## config.mk

```make
export PLATFORM = sky130hd
export DESIGN_NAME = md5_message_digest_unit
export DESIGN_NICKNAME = d
export VERILOG_FILES = /design/src/rtl/md5_pkg.sv /design/src/rtl/md5_message_digest_unit.sv /design/src/rtl/md5_fifo.sv /design/src/rtl/md5_core.sv
export VERILOG_INCLUDE_DIRS = /design/src /design/src/rtl
export SDC_FILE = /design/constraint.sdc
export NUM_CORES = 2
export LEC_CHECK = 0
export BUFFER_PORTS_ARGS = -buffer_cell sky130_fd_sc_hd__buf_2
export CORE_UTILIZATION = 30
export DETAILED_ROUTE_END_ITERATION = 12
export GPL_TIMING_DRIVEN = 0
export SLEW_MARGIN = 20
export SYNTH_ARGS = -nofsm -noshare
export SYNTH_HDL_FRONTEND = slang
export SYNTH_SLANG_ARGS = --single-unit
```

## constraint.sdc

```tcl
create_clock -name clk_i -period 24.1 [get_ports clk_i]
set_input_delay 3.615 -clock clk_i [delete_from_list [all_inputs] [get_ports clk_i]]
set_output_delay 3.615 -clock clk_i [all_outputs]
set_load 0.05 [all_outputs]
```

## src/rtl/md5_message_digest_unit_macros.svh

```systemverilog
// Assertion macros shared by the MD5 digest unit.
// Depends on nothing; included by the top level only.
`ifndef MD5_MESSAGE_DIGEST_UNIT_MACROS_SVH
`define MD5_MESSAGE_DIGEST_UNIT_MACROS_SVH

// Asserts that a condition implies a consequence in the same cycle.
`define MD5_ASSERT_IMP(lbl, clk, rst_n, ante, cons) \
  lbl: assert property (@(posedge clk) disable iff (!rst_n) (ante) |-> (cons)) \
    else $error("assertion failed");

// Asserts that a condition implies a consequence in the following cycle.
`define MD5_ASSERT_NEXT(lbl, clk, rst_n, ante, cons) \
  lbl: assert property (@(posedge clk) disable iff (!rst_n) (ante) |=> (cons)) \
    else $error("assertion failed");

`endif

```

## src/rtl/md5_pkg.sv

```systemverilog
// Package of the MD5 digest unit: payload types, constants and round tables.
// Depends on nothing; used by every module of the unit.
package md5_pkg;

  typedef struct packed {
    logic [7:0] message_byte;
    logic       byte_present;
    logic       message_end;
  } md5_in_t;

  typedef struct packed {
    logic [63:0] digest_first_half;
    logic [63:0] digest_second_half;
  } md5_out_t;

  localparam int unsigned FifoDepth = 4;
  localparam int unsigned FifoAw    = 2;

  localparam logic [31:0] InitA = 32'h67452301;
  localparam logic [31:0] InitB = 32'hefcdab89;
  localparam logic [31:0] InitC = 32'h98badcfe;
  localparam logic [31:0] InitD = 32'h10325476;

  localparam logic [7:0] PadByte  = 8'h80;
  localparam logic [5:0] LenStart = 6'h38;

  function automatic logic [31:0] step_k(input logic [5:0] i);
    logic [31:0] k;
    unique case (i)
      6'd0: k = 32'hd76aa478;  6'd1: k = 32'he8c7b756;  6'd2: k = 32'h242070db;
      6'd3: k = 32'hc1bdceee;  6'd4: k = 32'hf57c0faf;  6'd5: k = 32'h4787c62a;
      6'd6: k = 32'ha8304613;  6'd7: k = 32'hfd469501;  6'd8: k = 32'h698098d8;
      6'd9: k = 32'h8b44f7af;  6'd10: k = 32'hffff5bb1; 6'd11: k = 32'h895cd7be;
      6'd12: k = 32'h6b901122; 6'd13: k = 32'hfd987193; 6'd14: k = 32'ha679438e;
      6'd15: k = 32'h49b40821; 6'd16: k = 32'hf61e2562; 6'd17: k = 32'hc040b340;
      6'd18: k = 32'h265e5a51; 6'd19: k = 32'he9b6c7aa; 6'd20: k = 32'hd62f105d;
      6'd21: k = 32'h02441453; 6'd22: k = 32'hd8a1e681; 6'd23: k = 32'he7d3fbc8;
      6'd24: k = 32'h21e1cde6; 6'd25: k = 32'hc33707d6; 6'd26: k = 32'hf4d50d87;
      6'd27: k = 32'h455a14ed; 6'd28: k = 32'ha9e3e905; 6'd29: k = 32'hfcefa3f8;
      6'd30: k = 32'h676f02d9; 6'd31: k = 32'h8d2a4c8a; 6'd32: k = 32'hfffa3942;
      6'd33: k = 32'h8771f681; 6'd34: k = 32'h6d9d6122; 6'd35: k = 32'hfde5380c;
      6'd36: k = 32'ha4beea44; 6'd37: k = 32'h4bdecfa9; 6'd38: k = 32'hf6bb4b60;
      6'd39: k = 32'hbebfbc70; 6'd40: k = 32'h289b7ec6; 6'd41: k = 32'heaa127fa;
      6'd42: k = 32'hd4ef3085; 6'd43: k = 32'h04881d05; 6'd44: k = 32'hd9d4d039;
      6'd45: k = 32'he6db99e5; 6'd46: k = 32'h1fa27cf8; 6'd47: k = 32'hc4ac5665;
      6'd48: k = 32'hf4292244; 6'd49: k = 32'h432aff97; 6'd50: k = 32'hab9423a7;
      6'd51: k = 32'hfc93a039; 6'd52: k = 32'h655b59c3; 6'd53: k = 32'h8f0ccc92;
      6'd54: k = 32'hffeff47d; 6'd55: k = 32'h85845dd1; 6'd56: k = 32'h6fa87e4f;
      6'd57: k = 32'hfe2ce6e0; 6'd58: k = 32'ha3014314; 6'd59: k = 32'h4e0811a1;
      6'd60: k = 32'hf7537e82; 6'd61: k = 32'hbd3af235; 6'd62: k = 32'h2ad7d2bb;
      default: k = 32'heb86d391;
    endcase
    return k;
  endfunction

  function automatic logic [4:0] step_s(input logic [5:0] i);
    logic [4:0] s;
    unique case ({i[5:4], i[1:0]})
      4'd0: s = 5'd7;   4'd1: s = 5'd12;  4'd2: s = 5'd17;  4'd3: s = 5'd22;
      4'd4: s = 5'd5;   4'd5: s = 5'd9;   4'd6: s = 5'd14;  4'd7: s = 5'd20;
      4'd8: s = 5'd4;   4'd9: s = 5'd11;  4'd10: s = 5'd16; 4'd11: s = 5'd23;
      4'd12: s = 5'd6;  4'd13: s = 5'd10; 4'd14: s = 5'd15; default: s = 5'd21;
    endcase
    return s;
  endfunction

  function automatic logic [3:0] step_g(input logic [5:0] i);
    logic [3:0] g;
    unique case (i[5:4])
      2'd0: g = i[3:0];
      2'd1: g = 4'((5 * i[3:0]) + 1);
      2'd2: g = 4'((3 * i[3:0]) + 5);
      default: g = 4'(7 * i[3:0]);
    endcase
    return g;
  endfunction

endpackage

```

## src/rtl/md5_message_digest_unit.sv

```systemverilog
// MD5 message digest unit: streams bytes in and returns one 128-bit digest per message.
// Operation: a valid/stall input channel carries one md5_in_t beat per message byte;
// message_end on a beat closes the message, with the byte taken first if present.
// Empty beats (no byte, no end) are accepted and leave all state unchanged.
// A front queue of four beats takes input at one beat per cycle while the back
// runs, unless the queue is full; the back accepts a byte per cycle, unless the output
// register holds a stalled digest, until a 64-byte block fills, then runs the
// 64-step round loop and folds the chaining words. A closing beat pads the block
// byte by byte, runs one or two compressions, and then places the digest in an
// output register. The back takes no bytes while the single shared round unit
// compresses a block.
// The output register holds its beat while out_stall_i is high, and the back waits
// on it; the queue then fills and the input stall rises.
// Reset loads the initial chaining values and clears count and fill position.
module md5_message_digest_unit
  import md5_pkg::*;
(
  input  logic     clk_i,
  input  logic     rst_ni,
  input  logic     in_valid_i,
  output logic     in_stall_o,
  input  md5_in_t  in_data_i,
  output logic     out_valid_o,
  input  logic     out_stall_i,
  output md5_out_t out_data_o
);

`include "md5_message_digest_unit_macros.svh"

  logic    full, empty, pop;
  md5_in_t head;

  assign in_stall_o = full;

  md5_fifo u_fifo (
    .clk_i   (clk_i),
    .rst_ni  (rst_ni),
    .push_i  (in_valid_i && !full),
    .wdata_i (in_data_i),
    .full_o  (full),
    .pop_i   (pop),
    .empty_o (empty),
    .rdata_o (head)
  );

  md5_core u_core (
    .clk_i        (clk_i),
    .rst_ni       (rst_ni),
    .item_valid_i (!empty),
    .item_i       (head),
    .item_pop_o   (pop),
    .out_valid_o  (out_valid_o),
    .out_stall_i  (out_stall_i),
    .out_o        (out_data_o)
  );

  `MD5_ASSERT_IMP(a_no_pop_empty, clk_i, rst_ni, pop, !empty)
  `MD5_ASSERT_NEXT(a_out_hold, clk_i, rst_ni, out_valid_o && out_stall_i,
                   out_valid_o && $stable(out_data_o))

endmodule

```

## src/rtl/md5_fifo.sv

```systemverilog
// Short queue of input beats between the front and the back of the MD5 unit.
// Depends on md5_pkg.
module md5_fifo
  import md5_pkg::*;
(
  input  logic    clk_i,
  input  logic    rst_ni,
  input  logic    push_i,
  input  md5_in_t wdata_i,
  output logic    full_o,
  input  logic    pop_i,
  output logic    empty_o,
  output md5_in_t rdata_o
);

  md5_in_t           mem_q [FifoDepth];
  logic [FifoAw-1:0] wptr_q, rptr_q;
  logic [FifoAw:0]   cnt_q;

  assign full_o  = (cnt_q == (FifoAw+1)'(FifoDepth));
  assign empty_o = (cnt_q == '0);
  assign rdata_o = mem_q[rptr_q];

  always_ff @(posedge clk_i) begin
    if (push_i) begin
      mem_q[wptr_q] <= wdata_i;
    end
  end

  always_ff @(posedge clk_i or negedge rst_ni) begin
    if (!rst_ni) begin
      wptr_q <= '0;
      rptr_q <= '0;
      cnt_q  <= '0;
    end else begin
      if (push_i) wptr_q <= wptr_q + 1'b1;
      if (pop_i) rptr_q <= rptr_q + 1'b1;
      cnt_q <= cnt_q + {{FifoAw{1'b0}}, push_i} - {{FifoAw{1'b0}}, pop_i};
    end
  end

endmodule

```

## src/rtl/md5_core.sv

```systemverilog
// Back part of the MD5 unit: block store, padding sequencer and 64-step round loop.
// Depends on md5_pkg.
module md5_core
  import md5_pkg::*;
(
  input  logic     clk_i,
  input  logic     rst_ni,
  input  logic     item_valid_i,
  input  md5_in_t  item_i,
  output logic     item_pop_o,
  output logic     out_valid_o,
  input  logic     out_stall_i,
  output md5_out_t out_o
);

  typedef enum logic [4:0] {
    StIdle  = 5'b00001,
    StPad   = 5'b00010,
    StRound = 5'b00100,
    StFold  = 5'b01000,
    StEmit  = 5'b10000
  } state_e;

  state_e       state_q, state_d;
  logic [31:0]  words_q [16];
  logic [31:0]  ha_q, hb_q, hc_q, hd_q;
  logic [31:0]  a_q, b_q, c_q, d_q;
  logic [63:0]  bits_q, len_q;
  logic [5:0]   fill_q, step_q;
  logic         padding_q, len_phase_q, closing_q;
  logic         out_valid_q;
  md5_out_t     out_q;

  logic         push_en;
  logic [7:0]   push_val;
  logic [31:0]  f, t, rot, w;
  logic [5:0]   lidx;

  always_comb begin
    unique case (step_q[5:4])
      2'd0: f = (b_q & c_q) | (~b_q & d_q);
      2'd1: f = (b_q & d_q) | (c_q & ~d_q);
      2'd2: f = b_q ^ c_q ^ d_q;
      default: f = c_q ^ (b_q | ~d_q);
    endcase
    w   = words_q[step_g(step_q)];
    t   = a_q + f + step_k(step_q) + w;
    rot = (t << step_s(step_q)) | (t >> (6'd32 - {1'b0, step_s(step_q)}));
  end

  assign item_pop_o  = (state_q == StIdle) && item_valid_i && !(out_valid_q && out_stall_i);
  assign out_valid_o = out_valid_q;
  assign out_o       = out_q;

  always_comb begin
    lidx     = fill_q - LenStart;
    push_en  = 1'b0;
    push_val = item_i.message_byte;
    state_d  = state_q;
    unique case (state_q)
      StIdle: begin
        if (item_pop_o && item_i.byte_present) push_en = 1'b1;
        if (item_pop_o) begin
          if (item_i.byte_present && fill_q == 6'd63) state_d = StRound;
          else if (item_i.message_end) state_d = StPad;
        end
      end
      StPad: begin
        push_en = 1'b1;
        if (!padding_q) push_val = PadByte;
        else if (len_phase_q) push_val = len_q[{lidx[2:0], 3'b000} +: 8];
        else push_val = 8'h00;
        if (fill_q == 6'd63) state_d = StRound;
      end
      StRound: if (step_q == 6'd63) state_d = StFold;
      StFold: begin
        if (len_phase_q) state_d = StEmit;
        else if (closing_q) state_d = StPad;
        else state_d = StIdle;
      end
      StEmit: if (!(out_valid_q && out_stall_i)) state_d = StIdle;
      default: state_d = StIdle;
    endcase
  end

  always_ff @(posedge clk_i) begin
    if (push_en) begin
      words_q[fill_q[5:2]][{fill_q[1:0], 3'b000} +: 8] <= push_val;
    end
  end

  always_ff @(posedge clk_i or negedge rst_ni) begin
    if (!rst_ni) begin
      state_q     <= StIdle;
      ha_q        <= InitA; hb_q <= InitB; hc_q <= InitC; hd_q <= InitD;
      bits_q      <= '0;
      fill_q      <= '0;
      step_q      <= '0;
      padding_q   <= 1'b0;
      len_phase_q <= 1'b0;
      closing_q   <= 1'b0;
      out_valid_q <= 1'b0;
    end else begin
      state_q <= state_d;
      if (out_valid_q && !out_stall_i && state_q != StEmit) out_valid_q <= 1'b0;
      if (push_en) fill_q <= fill_q + 1'b1;
      unique case (state_q)
        StIdle: begin
          if (item_pop_o) begin
            if (item_i.byte_present) bits_q <= bits_q + 64'd8;
            if (item_i.message_end) begin
              len_q <= item_i.byte_present ? bits_q + 64'd8 : bits_q;
            end
            if (item_i.message_end || (item_i.byte_present && fill_q == 6'd63)) begin
              padding_q <= 1'b0;
              len_phase_q <= 1'b0;
            end
            closing_q <= item_i.message_end;
            a_q <= ha_q; b_q <= hb_q; c_q <= hc_q; d_q <= hd_q;
          end
        end
        StPad: begin
          padding_q <= 1'b1;
          if (fill_q == 6'd55 && padding_q) len_phase_q <= 1'b1;
          if (fill_q == 6'd55 && !padding_q) len_phase_q <= 1'b1;
          a_q <= ha_q; b_q <= hb_q; c_q <= hc_q; d_q <= hd_q;
        end
        StRound: begin
          a_q <= d_q; d_q <= c_q; c_q <= b_q;
          b_q <= b_q + rot;
          step_q <= step_q + 1'b1;
        end
        StFold: begin
          ha_q <= ha_q + a_q; hb_q <= hb_q + b_q;
          hc_q <= hc_q + c_q; hd_q <= hd_q + d_q;
        end
        StEmit: begin
          if (!(out_valid_q && out_stall_i)) begin
            out_valid_q <= 1'b1;
            out_q.digest_first_half  <= {ha_q[7:0], ha_q[15:8], ha_q[23:16], ha_q[31:24],
                                         hb_q[7:0], hb_q[15:8], hb_q[23:16], hb_q[31:24]};
            out_q.digest_second_half <= {hc_q[7:0], hc_q[15:8], hc_q[23:16], hc_q[31:24],
                                         hd_q[7:0], hd_q[15:8], hd_q[23:16], hd_q[31:24]};
            ha_q <= InitA; hb_q <= InitB; hc_q <= InitC; hd_q <= InitD;
            bits_q <= '0;
            fill_q <= '0;
            padding_q <= 1'b0;
            len_phase_q <= 1'b0;
            closing_q <= 1'b0;
          end
        end
        default: ;
      endcase
    end
  end

endmodule

```

# Yosys cells after proc, flatten, opt, wreduce, memory -nomap -nowiden
# Memories as Yosys holds them, arrays and structs flattened.
# Cells that the tools add are included.
dict set report op_classes {
  n_addsub 20
  multipliers 3
  div 0
  n_lt_le_gt_ge 0
  n_eq_ne 19
  shifts 5
  n_mux 55
  bitwise 14
  n_reduce_logical 30
}
# cell n
set ops {}
lappend ops {{$pmux W32 S3} 5}
lappend ops {{$mux W32} 9}
lappend ops {{$add A32 B32 Y32} 8}
lappend ops {{$pmux W32 S2} 4}
lappend ops {{$mux W64} 3}
lappend ops {{$and A32 B32 Y32} 4}
lappend ops {{$or A32 B32 Y32} 4}
lappend ops {{$pmux W64 S2} 1}
lappend ops {{$xor A32 B32 Y32} 3}
lappend ops {{$add A64 B4 Y64 const B} 1}
lappend ops {{$not A32 Y32} 2}
lappend ops {{$shiftx A64 B7 Y8} 1}
lappend ops {{$mux W5} 7}
lappend ops {{$shift A8 B7 Y32 const A} 1}
lappend ops {{$shiftx A8 B7 Y32} 1}
lappend ops {{$shl A32 B5 Y32} 1}
lappend ops {{$shr A32 B6 Y32} 1}
lappend ops {{$pmux W5 S5} 1}
lappend ops {{$mux W8} 3}
lappend ops {{$eq A6 B6 Y1 const B} 3}
lappend ops {{$mux W6} 3}
lappend ops {{$mux W1} 13}
lappend ops {{$add A6 B1 Y6 const B} 2}
lappend ops {{$pmux W4 S3} 1}
lappend ops {{38 further kinds} 64}
dict set report word_totals {
  ff_bits 540
  latch_bits 0
  ram_bits 552
  romBits 2208
  inputBits 14
  word_cells 173
  n_memories 5
}
# memory words word_bits rd rd_clocked_by_memory_dff write_ports line_no
set mem_list {}
lappend mem_list {{(no name shown)} 64 32 1 0 0 md5_pkg.sv:29} ;# unique case (i)
lappend mem_list {u_core.words_q 16 32 1 0 1 md5_core.sv:25} ;# logic [31:0] words_q [16];
lappend mem_list {{(no name shown)} 16 5 1 0 0 md5_pkg.sv:58} ;# unique case ({i[5:4], i[1:0]})
lappend mem_list {{(no name shown)} 16 5 1 0 0 md5_pkg.sv:58}
lappend mem_list {u_fifo.mem_q 4 10 1 0 1 md5_fifo.sv:16} ;# md5_in_t mem_q [FifoDepth];

# Logic depth before layout (Yosys ltp)
dict set report logic_depth {
  depth_word 11
  depth_mapped 45
  ltp_nobuf 43
}

# Modules after synthesis
# A second synthesis with hierarchy kept.
dict set report hier_totals {
  cells_unflattened 5629
  area_unflattened_um2 62084.5
}
# mod instances cells_per_inst area_per_inst_um2 seq_area_each_um2
set modules_own_cells {}
lappend modules_own_cells {md5_core 1 5541 60231.5 30230.2}
lappend modules_own_cells {md5_fifo 1 86 1835.5 1376.3}
lappend modules_own_cells {md5_message_digest_unit 1 2 17.5 0.0}

# Worst setup path before layout
# OpenSTA, ideal clock, no wires.
dict set report synth_path {
  path_type {reg2reg}
  startpoint {reg u_core.step_q[2]}
  endpoint {reg u_core.b_q[30] (data pin)}
  setup_time_ns 0.269
  arrival_time_ns 10.451
  required_time_ns 23.831
  path_slack_ns 13.380
  path_stages_with_launch 44
  path_buffers 5
  synth_period_minus_slack_ns 10.720
  cell_sequence {dfrtp_1 > clkbuf_1 > clkinv_1 > clkbuf_1 > ha_1 > inv_1 > fa_1 > mux4_2 > clkbuf_1 > buf_1 > clkbuf_1 > mux2i_1 > a21oi_1 > fa_1 > inv_1 > fa_1 > inv_1 > ha_1 > [... 8 more ...] > a22oi_1 > mux2_2 > mux2i_1 > o21ai_0 > ha_1 > fa_1 > a211oi_1 > o21ai_0 > a211oi_1 > o21ai_0 > nand2_1 > a21oi_1 > a211oi_1 > nand2_1 > a31oi_1 > o21ai_0 > xnor2_1 > o21ai_0}
}
dict set report synth_via {
  elab_chain_len 9
  word_cells_on_any_way 15
  classes_between {5 x add/sub; 3 x mul; 2 x shift; 2 x mux; 1 x bitwise; 2 x memory}
}
# element line_no
set synth_lines {}
lappend synth_lines {{start, declared} md5_core.sv:29} ;# logic [5:0] fill_q, step_q;
lappend synth_lines {{start signal, assigned} md5_core.sv:131} ;# step_q <= step_q + 1'b1;
lappend synth_lines {{$mul A2 B4 Y4 or $mul A3 B4 Y4 (tied branches)} {md5_pkg.sv:72, md5_pkg.sv:71}}
lappend synth_lines {{$add A4 B3 Y4 or $add A4 B1 Y4 (tied branches)} {md5_pkg.sv:72, md5_pkg.sv:71}}
lappend synth_lines {{$pmux W4 S3} md5_pkg.sv:69} ;# unique case (i[5:4])
lappend synth_lines {{$mem_v2 Z16 W32} -}
lappend synth_lines {{$add A32 B32 Y32 (*)} md5_core.sv:47} ;# t = a_q + f + step_k(step_q) + w;
lappend synth_lines {{$shr A32 B6 Y32 or $shl A32 B5 Y32 (tied branches)} md5_core.sv:48} ;# rot = (t << step_s(step_q)) | (t >> (6'd32 - {1'b0, step_s(step_q)}));
lappend synth_lines {{$or A32 B32 Y32 (*)} md5_core.sv:48}
lappend synth_lines {{$add A32 B32 Y32 (*)} md5_core.sv:130} ;# b_q <= b_q + rot;
lappend synth_lines {{$pmux W32 S3 (*)} md5_core.sv:107} ;# unique case (state_q)
lappend synth_lines {{end signal, assigned} md5_core.sv:119} ;# a_q <= ha_q; b_q <= hb_q; c_q <= hc_q; d_q <= hd_q;
lappend synth_lines {{end signal, assigned} md5_core.sv:126} ;# a_q <= ha_q; b_q <= hb_q; c_q <= hc_q; d_q <= hd_q;
lappend synth_lines {{end signal, assigned} md5_core.sv:130}
lappend synth_lines {{end, declared} md5_core.sv:27} ;# logic [31:0] a_q, b_q, c_q, d_q;
# Every way passes the cells marked *; elsewhere a longest branch is shown, timed or not.
# A chain may end at the register's enable or synchronous reset.

# Worst setup path in the final report
dict set report layout_path {
  startpoint {reg u_core.step_q[2]}
  endpoint {reg u_core.b_q[31] (data pin)}
}
# Same word-level chain as after synthesis.

==> impl_metrics.tcl <==
set metrics [dict create \
    syn-num-nets 5862 \
    dr_total_vias 48100 \
    status "complete, no violations" \
    numCtsBuffers 113 \
    chipHeight_um 455 \
    worst-endpoint-arrival_ns 16.18 \
    finalCriticalPeriod_ns 15.61 \
    synth_top_area_frac 0.423 \
    fillCellCount 20300 \
    synthCells 5547 \
    wl_um 223000 \
    h-tree-depth 3 \
    crit_required_ns 24.67 \
    start_kind "flop" \
    relSlewSlack 0.182 \
    antenna_found_initial 6 \
    grt_pass1_vias 45900 \
    synth_flop_cell "edfxtp_1" \
    path_class "reg -> reg" \
    vias_per_cell 5.59 \
    clk_pin_slew_ns 0.06 \
    first_iter_violations 6402 \
    start_util 0.302 \
    finClkSkew_ns 0.0500 \
    synth.avg_cell_area_sq_um 11.1 \
    cap_violations 0 \
    multi_input_area_sq_um 28200 \
    synth-seq-area-share 0.513 \
    core_area_sq_um 204000 \
    fmax_mhz 64.1 \
    yosysWarnings 0 \
    end_kind "flop" \
    synth_top_cell_by_area "edfxtp_1" \
    hold_class "reg -> reg" \
    avgRoutedWirePerCell_um 25.9 \
    track_usage 0.211 \
    cts_root_buffer "clkbuf_16" \
    cts_setup_buffers 0 \
    worst_pin_slew_ns 1.22 \
    die-area_sq_um 207000 \
    synth_top_cells_by_area "edfxtp_1, dfrtp_1, mux4_2" \
    io_pins 144 \
    area_growth_pct 13.4 \
    place_congestion 1.02 \
    rsz0062_at_grt "no" \
    drive_gt1_frac 0.117 \
    cpPeakStageDelay_ns 0.94 \
    portBuffers 143 \
    tritoncts "built" \
    syn_area_sq_um 61700 \
    grt_overflow_total 0 \
    grt_max_degree 78 \
    fin_tns_setup_ns 0 \
    clkLatencyLatePin_ns 0.78 \
    die_x_um 455 \
    cts_hold_buffers 0 \
    yosysMostFrequentCell "edfxtp_1" \
    ant_nets 0 \
    rows 166 \
    drv_slew 0 \
    remaining_drc_errors 0 \
    period_share 0.648 \
    ys_ff_latch 1086 \
    finalHoldViolations 0 \
    critical_path_peak_fanout 20 \
    ctsResizeCount 0 \
    dpl.hpwl_um 168000 \
    cts_sinks 1086 \
    grt_pass1_wl_um 320000 \
    finalNetCount 6132 \
    setup_violations 0 \
    firstDrtPassIters 8 \
    cts_buffer_depth 3 \
    yosys-top-cells-count "edfxtp_1, nand2_1, nor2_1" \
    synth_edf_count 869 \
    ys_types 94 \
    area.sequential_sq_um 31600 \
    critPathSlowestCell "dfrtp_1" \
    synthArstFlopShare 0.200 \
]
## cell type report
class | instances | area share
multi-input combinational | 3954 | 0.403
clock inverter | 76 | 0.0113
tap | 2688 | 0.0481
sequential | 1086 | 0.452
inverter | 218 | 0.0117
buffer | 289 | 0.0163
clock buffer | 139 | 0.0431
antenna | 5 | 0.000179
timing repair buffer | 155 | 0.0145
## routing by layer
| metal | up-vias | global-route usage | part of all wire |
|---|---|---|---|
| met5 | - | 0 | 0.000058 |
| met4 | 2 | 0.0946 | 0.050 |
| met3 | 519 | 0.0337 | 0.081 |
| met2 | 2441 | 0.340 | 0.46 |
| met1 | 24100 | 0.278 | 0.41 |
| li1 | 21000 | - | - |
## cells by family (layout without fill, tap and decap cells)
| kind of cell | after synthesis | count (layout) | synth area share |
|---|---|---|---|
| other cells | 0 | 5 | 0 |
| buf+inv | 507 | 877 | 0.0315 |
| xor+xnor | 301 | 301 | 0.0436 |
| flops | 1086 | 1086 | 0.513 |
| simple gates | 1673 | 1673 | 0.121 |
| mux | 300 | 300 | 0.0824 |
| fa+ha+maj | 301 | 301 | 0.0700 |
| compound gates | 1379 | 1379 | 0.139 |
## critical path, delay by kind of cell, from the launching register on
kind	cells	cell delay (ns)
compound gates	19	6.33
buf+inv	10	3.66
xor+xnor	1	0.25
simple gates	5	0.78
flops	1	0.94
fa+ha+maj	7	3.01
mux	1	0.40
## sequential cells by signal, summed over array words and instances (netlist names), 3 cells and up
signal / count
u_core.c_q: 32
u_core.len_q: 61
u_core.d_q: 32
u_core.ha_q: 32
u_core.state_q: 5
u_fifo.mem_q: 40
u_core.out_o: 128
u_core.fill_q: 6
u_core.bits_q: 61
u_core.a_q: 32
u_core.words_q: 512
u_core.b_q: 32
u_core.hc_q: 32
u_fifo.cnt_q: 3
u_core.hb_q: 32
u_core.hd_q: 32
u_core.step_q: 6
## stage by stage
| step | util | worst slack (ns) | hold WS (ns) | instance area, sq um | cells |
|---|---|---|---|---|---|
| 6_report | 0.342 | 8.49 | 0.506 | 69900 | 8610 |
| 5_1_grt | 0.342 | 8.02 | 0.525 | 69900 | 8605 |
| 4_1_cts | 0.342 | 8.98 | 0.508 | 69900 | 8604 |
| 3_5_place_dp | 0.323 | 9.04 | 0.495 | 66100 | 8389 |
| 3_3_place_gp | 0.322 | 6.39 | 0.481 | 65700 | 8378 |
| 2_1_floorplan | - | 13.38 | 0.457 | 61700 | 5547 |
## worst paths after layout
| kind | start | endpoint | slack [ns] | cells after the start |
|---|---|---|---|---|
| hold reg to reg | u_fifo.cnt_q[2] | u_fifo.cnt_q[2] | 0.51 | 1 |
| setup reg to reg | u_core.step_q[2] | u_core.b_q[31] | 8.49 | 43 |
| setup / recovery | u_core.step_q[2] | u_core.b_q[31] | 8.49 | 43 |
| max in group asynchronous | rst_ni | u_core.bits_q[6] | 19.94 | 3 |
| hold / removal | u_fifo.cnt_q[2] | u_fifo.cnt_q[2] | 0.51 | 1 |
| min in group asynchronous | rst_ni | u_core.hb_q[5] | 2.87 | 1 |
## cell usage in the layout (no fill, tap or decap), types with 45 or more instances in the layout
cell type / count
a211oi_1: 63
a21o_1: 88
a21oi_1: 416
a22o_1: 45
a31oi_1: 63
and3_1: 58
buf_1: 56
buf_2: 160
clkbuf_1: 222
clkbuf_16: 113
dfrtp_1: 152
dfstp_2: 65
edfxtp_1: 869
fa_1: 73
ha_1: 228
inv_1: 213
mux2i_1: 101
mux4_2: 162
nand2_1: 674
nand3_1: 129
nor2_1: 421
nor2b_1: 78
nor3_1: 122
o21ai_0: 385
xnor2_1: 172
xor2_1: 124
Power is not shown: default switching activity piles up to over one toggle a cycle in this logic, so the estimate is an artifact.
